**src/hdl/erf_pkg.sv**
```systemverilog
package erf_pkg;

  localparam logic [7:0] FLAG_BYTE    = 8'h7E;
  localparam logic [7:0] ESC_BYTE     = 8'h7D;
  localparam logic [7:0] ESC_FLAG     = 8'h5E;
  localparam logic [7:0] ESC_ESC      = 8'h5D;
  localparam logic [15:0] CRC_POLY    = 16'h1021;
  localparam int unsigned MIN_FRAME_BYTES = 4;
  localparam int unsigned QUEUE_DEPTH = 4;

  typedef enum logic [2:0] {
    ST_OK        = 3'd0,
    ST_BAD_FLAG  = 3'd1,
    ST_CRC_ERR   = 3'd2,
    ST_TOO_SHORT = 3'd3,
    ST_TOO_LONG  = 3'd4
  } frame_status_t;

  // One decoded event: a decoded data byte, or the end of a buffer.
  typedef struct packed {
    logic       is_end;
    logic       bad_flag;
    logic [7:0] data;
  } event_t;

  typedef struct packed {
    logic          is_status;
    logic [7:0]    payload_byte;
    frame_status_t frame_status;
    logic          last_item;
  } result_t;

  function automatic logic [15:0] crc_feed(input logic [15:0] crc, input logic [7:0] b);
    logic [15:0] c;
    c = crc ^ {b, 8'h00};
    for (int k = 0; k < 8; k++) begin
      if (c[15]) begin
        c = {c[14:0], 1'b0} ^ CRC_POLY;
      end else begin
        c = {c[14:0], 1'b0};
      end
    end
    return c;
  endfunction

endpackage

```
**src/hdl/erf_front.sv**
```systemverilog
module erf_front
  import erf_pkg::*;
(
  input  logic       clk,
  input  logic       rst,
  input  logic       in_valid,
  output logic       in_ready,
  input  logic [7:0] rx_byte,
  input  logic       buffer_end,
  output logic       ev_valid,
  input  logic       ev_ready,
  output event_t     ev
);

  logic       expect_opening;
  logic       bad_opening;
  logic       escape_pending;
  event_t     ev0;
  event_t     ev1;
  logic [1:0] pcnt;

  logic       expect_opening_next;
  logic       bad_opening_next;
  logic       escape_pending_next;
  event_t     new_a;
  event_t     new_b;
  logic [1:0] new_n;
  logic       accept;
  logic       take;

  assign ev_valid = (pcnt != 2'd0);
  assign ev       = ev0;
  assign take     = ev_valid && ev_ready;
  assign in_ready = (pcnt == 2'd0) || ((pcnt == 2'd1) && ev_ready);
  assign accept   = in_valid && in_ready;

  always_comb begin
    expect_opening_next = expect_opening;
    bad_opening_next    = bad_opening;
    escape_pending_next = escape_pending;
    new_a = '0;
    new_b = '0;
    new_n = 2'd0;
    if (expect_opening) begin
      expect_opening_next = 1'b0;
      bad_opening_next    = (rx_byte != FLAG_BYTE);
      if (buffer_end) begin
        new_a = '{is_end: 1'b1, bad_flag: (rx_byte != FLAG_BYTE), data: 8'h00};
        new_n = 2'd1;
        expect_opening_next = 1'b1;
        bad_opening_next    = 1'b0;
        escape_pending_next = 1'b0;
      end
    end else if (!buffer_end) begin
      if (escape_pending) begin
        escape_pending_next = 1'b0;
        if (rx_byte == ESC_FLAG) begin
          new_a = '{is_end: 1'b0, bad_flag: 1'b0, data: FLAG_BYTE};
          new_n = 2'd1;
        end else if (rx_byte == ESC_ESC) begin
          new_a = '{is_end: 1'b0, bad_flag: 1'b0, data: ESC_BYTE};
          new_n = 2'd1;
        end else begin
          new_a = '{is_end: 1'b0, bad_flag: 1'b0, data: ESC_BYTE};
          if (rx_byte == ESC_BYTE) begin
            escape_pending_next = 1'b1;
            new_n = 2'd1;
          end else begin
            new_b = '{is_end: 1'b0, bad_flag: 1'b0, data: rx_byte};
            new_n = 2'd2;
          end
        end
      end else if (rx_byte == ESC_BYTE) begin
        escape_pending_next = 1'b1;
      end else begin
        new_a = '{is_end: 1'b0, bad_flag: 1'b0, data: rx_byte};
        new_n = 2'd1;
      end
    end else begin
      if (escape_pending) begin
        new_a = '{is_end: 1'b0, bad_flag: 1'b0, data: ESC_BYTE};
        new_b = '{is_end: 1'b1, bad_flag: bad_opening || (rx_byte != FLAG_BYTE), data: 8'h00};
        new_n = 2'd2;
      end else begin
        new_a = '{is_end: 1'b1, bad_flag: bad_opening || (rx_byte != FLAG_BYTE), data: 8'h00};
        new_n = 2'd1;
      end
      expect_opening_next = 1'b1;
      bad_opening_next    = 1'b0;
      escape_pending_next = 1'b0;
    end
  end

  always_ff @(posedge clk) begin
    if (rst) begin
      expect_opening <= 1'b1;
      bad_opening    <= 1'b0;
      escape_pending <= 1'b0;
      pcnt           <= 2'd0;
    end else if (accept) begin
      expect_opening <= expect_opening_next;
      bad_opening    <= bad_opening_next;
      escape_pending <= escape_pending_next;
      pcnt           <= new_n;
    end else if (take) begin
      pcnt <= pcnt - 2'd1;
    end
  end

  always_ff @(posedge clk) begin
    if (accept) begin
      ev0 <= new_a;
      ev1 <= new_b;
    end else if (take) begin
      ev0 <= ev1;
    end
  end

endmodule

```
**src/hdl/erf_queue.sv**
```systemverilog
module erf_queue
  import erf_pkg::*;
(
  input  logic   clk,
  input  logic   rst,
  input  logic   in_valid,
  output logic   in_ready,
  input  event_t in_data,
  output logic   out_valid,
  input  logic   out_ready,
  output event_t out_data
);

  localparam int PTR_W = $clog2(QUEUE_DEPTH);
  localparam int CNT_W = $clog2(QUEUE_DEPTH + 1);

  event_t             slots [QUEUE_DEPTH];
  logic [PTR_W-1:0]   wr_ptr;
  logic [PTR_W-1:0]   rd_ptr;
  logic [CNT_W-1:0]   count;
  logic               push;
  logic               pop;

  assign in_ready  = (count != CNT_W'(QUEUE_DEPTH));
  assign out_valid = (count != '0);
  assign out_data  = slots[rd_ptr];
  assign push      = in_valid && in_ready;
  assign pop       = out_valid && out_ready;

  always_ff @(posedge clk) begin
    if (rst) begin
      wr_ptr <= '0;
      rd_ptr <= '0;
      count  <= '0;
    end else begin
      if (push) begin
        wr_ptr <= wr_ptr + PTR_W'(1);
      end
      if (pop) begin
        rd_ptr <= rd_ptr + PTR_W'(1);
      end
      if (push && !pop) begin
        count <= count + CNT_W'(1);
      end else if (pop && !push) begin
        count <= count - CNT_W'(1);
      end
    end
  end

  always_ff @(posedge clk) begin
    if (push) begin
      slots[wr_ptr] <= in_data;
    end
  end

endmodule

```
**src/hdl/erf_back.sv**
```systemverilog
module erf_back
  import erf_pkg::*;
#(
  parameter int MAX_FRAME_BYTES = 256
) (
  input  logic    clk,
  input  logic    rst,
  input  logic    ev_valid,
  output logic    ev_ready,
  input  event_t  ev,
  output logic    out_valid,
  input  logic    out_ready,
  output result_t out_item
);

  localparam int CNT_W = $clog2(MAX_FRAME_BYTES + 1);

  logic [7:0]       held0;
  logic [7:0]       held1;
  logic [1:0]       held_count;
  logic [CNT_W-1:0] decoded_count;
  logic [15:0]      running_crc;
  logic             overflow_seen;

  logic [7:0]       held0_next;
  logic [7:0]       held1_next;
  logic [1:0]       held_count_next;
  logic [CNT_W-1:0] decoded_count_next;
  logic [15:0]      running_crc_next;
  logic             overflow_seen_next;
  logic             emit;
  result_t          item_next;
  frame_status_t    status;
  logic             pop;

  assign pop      = ev_valid && (!out_valid || out_ready);
  assign ev_ready = !out_valid || out_ready;

  always_comb begin
    if (ev.bad_flag) begin
      status = ST_BAD_FLAG;
    end else if (overflow_seen) begin
      status = ST_TOO_LONG;
    end else if (decoded_count < CNT_W'(MIN_FRAME_BYTES)) begin
      status = ST_TOO_SHORT;
    end else if ({held0, held1} != running_crc) begin
      status = ST_CRC_ERR;
    end else begin
      status = ST_OK;
    end
  end

  always_comb begin
    held0_next         = held0;
    held1_next         = held1;
    held_count_next    = held_count;
    decoded_count_next = decoded_count;
    running_crc_next   = running_crc;
    overflow_seen_next = overflow_seen;
    emit               = 1'b0;
    item_next          = '{is_status: 1'b0, payload_byte: 8'h00, frame_status: ST_OK,
                           last_item: 1'b0};
    if (ev.is_end) begin
      emit      = 1'b1;
      item_next = '{is_status: 1'b1, payload_byte: 8'h00, frame_status: status,
                    last_item: 1'b1};
      held0_next         = 8'h00;
      held1_next         = 8'h00;
      held_count_next    = 2'd0;
      decoded_count_next = '0;
      running_crc_next   = 16'h0000;
      overflow_seen_next = 1'b0;
    end else begin
      if (held_count[1]) begin
        running_crc_next = crc_feed(running_crc, held0);
        if (decoded_count >= CNT_W'(MIN_FRAME_BYTES)) begin
          emit = 1'b1;
          item_next.payload_byte = held0;
        end
        held0_next = held1;
        held1_next = ev.data;
      end else begin
        if (held_count[0]) begin
          held1_next = ev.data;
        end else begin
          held0_next = ev.data;
        end
        held_count_next = held_count + 2'd1;
      end
      if (decoded_count < CNT_W'(MAX_FRAME_BYTES)) begin
        decoded_count_next = decoded_count + CNT_W'(1);
      end else begin
        overflow_seen_next = 1'b1;
      end
    end
  end

  always_ff @(posedge clk) begin
    if (rst) begin
      held0         <= 8'h00;
      held1         <= 8'h00;
      held_count    <= 2'd0;
      decoded_count <= '0;
      running_crc   <= 16'h0000;
      overflow_seen <= 1'b0;
      out_valid     <= 1'b0;
    end else if (pop) begin
      held0         <= held0_next;
      held1         <= held1_next;
      held_count    <= held_count_next;
      decoded_count <= decoded_count_next;
      running_crc   <= running_crc_next;
      overflow_seen <= overflow_seen_next;
      out_valid     <= emit;
    end else if (out_ready) begin
      out_valid <= 1'b0;
    end
  end

  always_ff @(posedge clk) begin
    if (pop) begin
      out_item <= item_next;
    end
  end

endmodule

```
**src/hdl/escaped_crc_frame_receiver.sv**
```systemverilog
// Path: a byte's events are registered in the front, stored in the queue and registered
//   again in the back before a result they cause is valid.
// Throughput: one byte per cycle while the queue and output accept; the front hands one
//   event per cycle to the queue, so a byte that yields two events (a lone escape before
//   a byte other than 5E, 5D or 7D, or an escape before the closing flag) holds the next byte.
// Reset: synchronous, active high; clears all frame state and the event
//   queue, and the next byte opens a new buffer.
module escaped_crc_frame_receiver
  import erf_pkg::*;
#(
  parameter int MAX_FRAME_BYTES = 256
) (
  input  logic        clk,
  input  logic        rst,
  input  logic        s_tvalid,
  output logic        s_tready,
  input  logic [7:0]  s_tdata,   // rx_byte
  input  logic        s_tlast,   // buffer_end
  output logic        m_tvalid,
  input  logic        m_tready,
  output logic [15:0] m_tdata,   // payload_byte [7:0], frame_status [10:8], zero [15:11]
  output logic        m_tuser,   // is_status
  output logic        m_tlast    // last_item
);

  logic    fq_valid;
  logic    fq_ready;
  event_t  fq_data;
  logic    qb_valid;
  logic    qb_ready;
  event_t  qb_data;
  result_t item;

  erf_front u_front (
    .clk        (clk),
    .rst        (rst),
    .in_valid   (s_tvalid),
    .in_ready   (s_tready),
    .rx_byte    (s_tdata),
    .buffer_end (s_tlast),
    .ev_valid   (fq_valid),
    .ev_ready   (fq_ready),
    .ev         (fq_data)
  );

  erf_queue u_queue (
    .clk       (clk),
    .rst       (rst),
    .in_valid  (fq_valid),
    .in_ready  (fq_ready),
    .in_data   (fq_data),
    .out_valid (qb_valid),
    .out_ready (qb_ready),
    .out_data  (qb_data)
  );

  erf_back #(
    .MAX_FRAME_BYTES (MAX_FRAME_BYTES)
  ) u_back (
    .clk       (clk),
    .rst       (rst),
    .ev_valid  (qb_valid),
    .ev_ready  (qb_ready),
    .ev        (qb_data),
    .out_valid (m_tvalid),
    .out_ready (m_tready),
    .out_item  (item)
  );

  assign m_tdata = {5'b00000, item.frame_status, item.payload_byte};
  assign m_tuser = item.is_status;
  assign m_tlast = item.last_item;

endmodule
```
**config.mk**
```make
export PLATFORM = sky130hd
export DESIGN_NAME = escaped_crc_frame_receiver
export DESIGN_NICKNAME = d
export VERILOG_FILES = /design/src/hdl/erf_pkg.sv /design/src/hdl/erf_front.sv /design/src/hdl/erf_queue.sv /design/src/hdl/erf_back.sv /design/src/hdl/escaped_crc_frame_receiver.sv
export SDC_FILE = /design/constraint.sdc
export NUM_CORES = 1
export LEC_CHECK = 0
export BUFFER_PORTS_ARGS = -buffer_cell sky130_fd_sc_hd__buf_2
export CAP_MARGIN = 5
export CORE_ASPECT_RATIO = 1.5
export CORE_MARGIN = 4
export CORE_UTILIZATION = 28
export DETAILED_ROUTE_END_ITERATION = 10
export HOLD_SLACK_MARGIN = 0.08
export PLACE_DENSITY = 0.42
export RECOVER_POWER = 50
export SKIP_CTS_REPAIR_TIMING = 1
export SYNTH_ARGS = -nofsm -noshare
export SYNTH_HDL_FRONTEND = slang
export SYNTH_SLANG_ARGS = --single-unit
```
**constraint.sdc**
```tcl
create_clock -name clk -period 3.85 [get_ports clk]
set_input_delay 0.1925 -clock clk [delete_from_list [all_inputs] [get_ports clk]]
set_output_delay 0.1925 -clock clk [all_outputs]
set_load 0.05 [all_outputs]
```
# == Word-level counts from Yosys, hierarchy flattened ==
# Memories as Yosys holds them, arrays and structs flattened. A register that Yosys moved wholly into a read port is not among the register bits.
# Index checks and enable logic that the tools add are counted.
# totals
register_bits,90
mem_bits_rw,40
in_bits,13
out_inout_bits,20
memories,1
# classes
n_addsub,7
order_cmp,3
eq_ne,11
muxes,88
n_bitwise,12
reduce_logical,33
# memory_table
memory,words,width,rd,rd_clocked_by_memory_dff,write_ports,line_no,rtl
u_queue.slots,4,10,1,1,1,erf_queue.sv:17,event_t slots [QUEUE_DEPTH];
# op_table
cell,n
16-bit 2-to-1 mux,16
10-bit 2-to-1 mux,12
13-bit 2-to-1 mux,8
8-bit 2-to-1 mux,7
2-bit 2-to-1 mux,15
"8-bit by 7-bit == test with 1-bit output, second input constant",3
1-bit 2-to-1 mux,24
3-bit NOT,8
9-bit 2-to-1 mux,2
16-bit != test,1
2-bit AND reduction,8
16-bit bitwise XOR,1
2-bit nonzero test,7
3-bit 2-to-1 mux,4
"9-bit by 1-bit adder with 9-bit output, second input constant",1
"9-bit by 3-bit >= comparator with 1-bit output, second input constant",1
"9-bit by 3-bit less-than comparator with 1-bit output, second input constant",1
"9-bit less-than comparator, second input constant",1
"8-bit by 7-bit != test with 1-bit output, second input constant",1
"2-bit by 1-bit adder with 2-bit output, second input constant",3
1-bit logical AND,6
"2-bit != test, second input constant",3
3-bit nonzero test,2
3-bit OR reduction,2
other kinds (11),17

# == Longest topological paths before layout ==
# Gate-level depths: netlist of run 1.
# logic_depth
depth_word,33
ltp_mapped,9
ltp_nobuf,9

# == Cells and area by module ==
# From an unflattened synthesis of run 1, not the netlist that was laid out.
# hier_totals
cells_unflattened,511
area_unflattened_um2,6033.3
# modules_own_cells
mod,instances,cells_each,area_each_um2
erf_back,1,278,2781.4
erf_queue,1,100,1928.1
erf_front,1,127,1282.5
escaped_crc_frame_receiver,1,6,41.3

# == Worst setup path after synthesis of run 1 ==
# No wires, ideal clock.
# synth_path
path_kind,register to register
from,reg u_front.pcnt[0]
to,"reg u_front.ev0, in the netlist u_front.ev[0] (enable)"
setup_ns,0.391
arrival_time_ns,2.143
required_time_ns,3.459
path_slack_ns,1.316
path_stages_with_launch,7
n_path_buf,1
period_less_slack_ns,2.534
path_cell_list,dfxtp_1 ha_1 inv_1 o21bai_1 nand2_1 clkbuf_1 o21ai_0
# synth_via
elab_chain_len,5
elab_cells_between_ends,8
classes_between,eq/ne: 1; reduce/logical: 7
# synth_lines
item,line_no,rtl
from (decl),erf_front.sv:20,logic [1:0] pcnt;
from (signal assigned),erf_front.sv:104,pcnt <= new_n;
from (signal assigned),erf_front.sv:106,pcnt <= pcnt - 2'd1;
2-bit by 1-bit == test with 1-bit output,erf_front.sv:34,assign in_ready = (pcnt == 2'd0) || ((pcnt == 2'd1) && ev_ready);
1-bit logical AND,erf_front.sv:34,
1-bit logical OR *,erf_front.sv:34,
net s_tready,escaped_crc_frame_receiver.sv:16,"output logic s_tready,"
1-bit logical AND *,erf_front.sv:35,assign accept = in_valid && in_ready;
2-bit nonzero test (no source line) *,n/a,
to (signal assigned),erf_front.sv:112,ev0 <= new_a;
to (signal assigned),erf_front.sv:115,ev0 <= ev1;
to (decl),erf_front.sv:18,event_t ev0;
# Mark *: on every way through the listed nets, which the timed path passes. The rest lies on a longest branch.
# A chain may end at the register's enable or synchronous reset.

==> flow_metrics.env, run 1 <==
export IMPL_netlist_area_sq_um=5670
export IMPL_areaGrowthSynthToFinish_pct=16.5
export IMPL_timing_worst_setup_path_type="reg2reg"
export IMPL_cp_slowest_cell="mux4_2"
export IMPL_max_freq_mhz=340
export IMPL_antenna_cells=0
export IMPL_fp_dieW_um=124
export IMPL_root_buffer="clkbuf_16"
export IMPL_cts_inserted_buffers=17
export IMPL_p_leak_nw=2.47
export IMPL_cp_data_required_time_ns=4.21
export IMPL_hold_ws_ns=0.107
export IMPL_setup_viol=0
export IMPL_wl_per_cell_um=14.6
export IMPL_ir_drop_v=0.000433
export IMPL_synth_cell_types=55
export IMPL_vias_per_cell=4.51
export IMPL_maxCapViolCount=0
export IMPL_antenna_found_initial=0
export IMPL_drive_gt1_share_pct=11.4
export IMPL_fp_dieArea_sq_um=22600
export IMPL_reg2reg_setup_slack_ns=0.91
export IMPL_portBuffers=27
export IMPL_synth_ff_type="edfxtp_1"
export IMPL_nets=517
export IMPL_cts_sinks=131
export IMPL_status="finished, final reports clean"
export IMPL_synth_commonest_cells="edfxtp_1, dfxtp_1, nand2_1"
export IMPL_cp_end_kind="flip-flop"
export IMPL_period_needed_ns=2.94
export IMPL_clk_pin_slew_worst_paths_ns=0.06
export IMPL_slew_viol_final=0
export IMPL_cellPowerDensity_nw_per_um2=824
export IMPL_p_int_w=0.00344
export IMPL_pwr_share_comb_pct=31.5
export IMPL_async_reset_ff_share_pct=0
export IMPL_grt_pass1_wl_um=19000
export IMPL_grt_remaining_overflow=0
export IMPL_start_kind="flip-flop"
export IMPL_hold_path_class="in2reg"
export IMPL_avgSynthCellArea_sq_um=12.3
export IMPL_antenna_left=0
export IMPL_initial_core_util_pct=28.5
export IMPL_p_sw_w=0.00200
export IMPL_p_sw_share_pct=36.8
export IMPL_cts_tree="yes"
export IMPL_synth_edff_count=72
export IMPL_grt_max_degree=24
export IMPL_pwr_share_clk_pct=28.4
export IMPL_finalCritPeriodShare_pct=76.5
export IMPL_synthDominantCellAreaShare_pct=38.2
export IMPL_dr_total_vias=3462
export IMPL_die_y_um=182
export IMPL_drtIter0Drc=169
export IMPL_io_pins=33
export IMPL_worstPathCellList="clkbuf_1, mux4_2, or3_4, nor3_4, a22o_2"
export IMPL_hold_viol_final=0
export IMPL_synth_top_cell_by_area="edfxtp_1"
export IMPL_core_area_sq_um=19900
export IMPL_seq_power_share_pct=40.1
export IMPL_grt_usage_pct=11.0
export IMPL_rsz0062_at_grt="no"
export IMPL_cpPeakStageDelay_ns=0.76
export IMPL_synth_most_common_cell="edfxtp_1"
export IMPL_critPathMaxFanout=15
export IMPL_tightest_slew_ns=0.878
export IMPL_finClkSkew_ns=0.00914
export IMPL_synth_seq_cells=131
export IMPL_row_count=63
export IMPL_arrival_ns=3.30
export IMPL_yosys_top_cells_area="edfxtp_1, dfxtp_1, xnor2_1"
export IMPL_dr_pass1_iters=4
export IMPL_grt_pass1_vias=3605
export IMPL_final_cells=768
export IMPL_drt_total_wl_um=11300
export IMPL_finish_instance_area_sq_um=6600
export IMPL_synthCells=461
export IMPL_hpwl_um=8060
export IMPL_placed_area_sq_um=6040
export IMPL_drc=0
export IMPL_dp_cells=735
export IMPL_ctsHtreeMaxLevel=4
export IMPL_yosysSeqAreaShare_pct=59.0
export IMPL_clk_path_buf_depth=2
export IMPL_yosys_warnings=0
export IMPL_clock_latency_ns=0.41
export IMPL_setup_tns_ns=0
export IMPL_slew_headroom_pct=41.5
export IMPL_gp_congestion=0.780
==> flip-flops by register name (all words and copies together), names as in the netlist, named ones only <==
| signal | count |
|---|---|
| u_back.held1 | 8 |
| u_back.overflow_seen | 1 |
| u_back.held0 | 8 |
| u_queue.slots | 40 |
| u_back.decoded_count | 9 |
| u_front.ev | 10 |
| u_back.held_count | 2 |
| u_queue.rd_ptr | 2 |
| u_queue.wr_ptr | 2 |
| u_back.out_valid | 1 |
| u_queue.count | 3 |
| u_front.expect_opening | 1 |
| u_front.ev1 | 10 |
| u_front.escape_pending | 1 |
| u_front.bad_opening | 1 |
| u_back.out_item | 12 |
| u_back.running_crc | 16 |
| u_front.pcnt | 2 |
==> cell families after synthesis <==
logic type,count (synthesis),share of synthesized area (%)
adders and majority gates,9,2.12
AOI/OAI and AO/OA,91,11.0
and+or+nand+nor,129,11.8
buffers and inverters,35,3.09
xor gates and xnor gates,46,7.11
DFF,131,59.0
muxes,19,5.76
other,1,0.0662
==> stage by stage <==
stage | utilization (%) | power (W) | worst slack [ns]
3_3_place_gp | 30.4 | 0.00395 | 1.36
4_1_cts | 33.3 | 0.00556 | 1.23
2_1_floorplan | - | 0.00355 | 1.32
6_report | 33.2 | 0.00544 | 0.905
3_5_place_dp | 30.4 | 0.00399 | 1.26
5_1_grt | 33.2 | 0.00582 | 0.602
==> placed cells by master (no fill, tap or decap), drive strengths merged, types with 21 or more instances in the layout <==
cell | Yosys | routed
dfxtp | 59 | 59
nor2 | 31 | 31
o21ai | 25 | 25
xnor2 | 24 | 24
a22o | 23 | 23
clkbuf | 10 | 35
xor2 | 22 | 22
inv | 15 | 22
nand2 | 34 | 34
and2 | 21 | 21
edfxtp | 72 | 72
==> final timing paths <==
check,startpoint,to,depth (start not counted)
max,flip-flop,u_back.running_crc[7],5
min,s_tdata[4],u_front.ev1[4],2
max reg2reg,flip-flop,u_back.running_crc[7],5
min reg2reg,u_back.held0[2],u_back.held0[2],2
==> layout make-up <==
cell class | count | area [sq um]
Fill cell | 2038 | 13300
Tap cell | 260 | 325
Timing Repair Buffer | 31 | 140
Clock inverter | 15 | 145
Sequential cell | 131 | 3340
Multi-Input combinational cell | 299 | 2160
Clock buffer | 17 | 425
Inverter | 15 | 56.3
==> critical path, delay by kind of cell (launching register included) <==
kind,cells,cell delay [ns]
AND/OR/NAND/NOR,2,0.94
flip-flops,1,0.31
AO/OA/AOI/OAI,1,0.25
buffers and inverters,1,0.62
multiplexers,1,0.76
==> power groups by stage <==
stage / Sequential [W] / Combinational [W] / Clock, W
finish: 0.00218 / 0.00171 / 0.00154
global route: 0.00223 / 0.00193 / 0.00166
CTS: 0.00219 / 0.00178 / 0.00160
detailed placement: 0.00221 / 0.00177 / 0
global placement: 0.00220 / 0.00176 / 0
floorplan: 0.00237 / 0.00117 / 0
==> routing by layer <==
| layer | global-route usage [%] | part of all wire, % | vias to the layer above | wire length, um |
|---|---|---|---|---|
| met1 | 12.5 | 42 | 1643 | 4770 |
| met5 | 0 | 0 | - | 0 |
| met3 | 3.63 | 3.6 | 20 | 406 |
| li1 | - | - | 1743 | - |
| met4 | 4.25 | 2.5 | 0 | 276 |
| met2 | 18.8 | 52 | 56 | 5800 |
No activity file was read; power rests on OpenSTA's default activity.
==> inputs of run 2 (changes only) <==
==> constraint.sdc (replaced) <==
create_clock -name clk -period 2.85 [get_ports clk]
set_input_delay 0.1425 -clock clk [delete_from_list [all_inputs] [get_ports clk]]
set_output_delay 0.1425 -clock clk [all_outputs]
set_load 0.05 [all_outputs]
==> run 2 against run 1 <==
Compared with the run above: register-to-register slack got worse by 0.32 ns; count of clock-buffer cells in the layout grew 1; die area unchanged; cell count up 1.4%; utilization grew 0.37 points; non-clock buffer count up 11; critical path depth increased by 3; hold slack worse by 0.024 ns; global-route usage about the same; cell area rose by 1.1%; largest cell class unchanged; largest power group unchanged.
==> flow_metrics.env, run 2 (synthesis results as in run 1) <==
export IMPL_status="finished, final reports clean"
export IMPL_drt_total_wl_um=11500
export IMPL_finClkSkew_ns=0.00760
export IMPL_gp_congestion=0.781
export IMPL_areaGrowthSynthToFinish_pct=17.8
export IMPL_drc=0
export IMPL_initial_core_util_pct=28.5
export IMPL_rr_worst_depth=8
export IMPL_maxCapViolCount=0
export IMPL_period_needed_ns=2.26
export IMPL_cts_tree="yes"
export IMPL_nets=528
export IMPL_io_pins=33
export IMPL_clock_latency_ns=0.41
export IMPL_clk_pin_slew_worst_paths_ns=0.06
export IMPL_grt_pass1_vias=3674
export IMPL_vias_per_cell=4.48
export IMPL_holdPathEnd="u_back.out_valid"
export IMPL_cts_inserted_buffers=17
export IMPL_clk_path_buf_depth=2
export IMPL_ir_drop_v=0.000443
export IMPL_hpwl_um=8240
export IMPL_fp_dieW_um=124
export IMPL_dr_pass1_iters=4
export IMPL_grt_pass1_wl_um=18900
export IMPL_mostFrequentLayoutCell="edfxtp_1"
export IMPL_wl_per_cell_um=14.8
export IMPL_p_leak_nw=2.50
export IMPL_ctsHtreeMaxLevel=4
export IMPL_root_buffer="clkbuf_16"
export IMPL_antenna_cells=0
export IMPL_cp_end_kind="flip-flop"
export IMPL_critPathMaxFanout=5
export IMPL_drive_gt1_share_pct=12.1
export IMPL_top_register="u_queue.slots"
export IMPL_finalPower_w=0.00739
export IMPL_slew_headroom_pct=49.0
export IMPL_hp_start="m_tready"
export IMPL_hold_viol_final=0
export IMPL_antenna_found_initial=0
export IMPL_cp_data_required_time_ns=3.19
export IMPL_die_y_um=182
export IMPL_grt_usage_pct=11.0
export IMPL_largest_register_ffs=40
export IMPL_rsz0062_at_grt="no"
export IMPL_cts_sinks=131
export IMPL_max_freq_mhz=442
export IMPL_tightest_slew_ns=0.765
export IMPL_hold_path_class="in2reg"
export IMPL_r2r_end="u_queue.count[2]"
export IMPL_antenna_left=0
export IMPL_fp_dieArea_sq_um=22600
export IMPL_finalCritPeriodShare_pct=79.4
export IMPL_min_path_cells=4
export IMPL_fillers=2035
export IMPL_slew_viol_final=0
export IMPL_setup_viol=0
export IMPL_hold_ws_ns=0.0833
export IMPL_reg2reg_from="u_queue.count[0]"
export IMPL_core_area_sq_um=19900
export IMPL_grt_max_degree=24
export IMPL_reg2reg_setup_slack_ns=0.59
export IMPL_top_regs="u_queue.slots x40, u_back.running_crc x16, u_back.out_item x12"
export IMPL_grt_remaining_overflow=0
export IMPL_timing_worst_setup_path_type="reg2reg"
export IMPL_portBuffers=27
export IMPL_arrival_ns=2.60
export IMPL_setup_tns_ns=0
export IMPL_final_cell_mix="edfxtp_1, dfxtp_1, nand2_1"
export IMPL_row_count=63
export IMPL_drtIter0Drc=168
export IMPL_start_kind="flip-flop"
export IMPL_cellPowerDensity_nw_per_um2=1110
export IMPL_dr_total_vias=3488
## run 2: worst max path at each step
| stage | end | startpoint | slack (ns) |
|---|---|---|---|
| 6_report | u_queue.count[2] | u_queue.count[0] | 0.59 |
| 5_1_grt | u_queue.count[2] | u_queue.count[0] | 0.41 |
| 4_1_cts | u_queue.count[2] | u_queue.count[0] | 0.57 |
| 3_5_place_dp | u_queue.count[2] | u_queue.count[0] | 0.58 |
| 3_3_place_gp | u_queue.count[2] | u_queue.count[0] | 0.70 |
| 2_1_floorplan | u_front.ev[0] | u_front.pcnt[0] | 0.32 |
## run 2: final cells by class
class / count / area (sq um) / area share (%)
Clock buffer: 18 / 429 / 6.43
Clock inverter: 14 / 130 / 1.95
Inverter: 15 / 56.3 / 0.844
Multi-Input combinational cell: 299 / 2160 / 32.3
Sequential cell: 131 / 3340 / 50.1
Tap cell: 260 / 325 / 4.88
Timing Repair Buffer: 42 / 230 / 3.45
## run 2: per-stage QoR
stage                     area [sq um]  setup WS [ns]  util (%)  cells
final                             6670          0.586      33.6    779
after global routing              6670          0.412      33.6    779
after global placement            6100          0.697      30.7    742
after floorplan                   5680          0.316         -    465
after CTS                         6660          0.566      33.5    774
after detailed placement          6100          0.578      30.7    742
## run 2: per-layer routing
metal  track usage (%)  part of all wire [%]
met1              12.3                    42
met2              19.4                    53
met3              2.51                   3.3
met4              5.00                   2.1
met5                 0                     0
## run 2: report_power, final
group	switching, W	internal [W]	total (W)
registers	0.000276	0.00266	0.00293
clock network	0.000849	0.00121	0.00206
logic	0.00159	0.000806	0.00240
## run 2: worst max-delay path, stage by stage (launching register included)
cell     delay [ns]
dfxtp_1        0.36
or3_1          0.42
nand2_1        0.14
ha_1           0.20
inv_1          0.06
fa_1           0.37
xor2_1         0.19
or3_1          0.31
a21oi_1        0.14
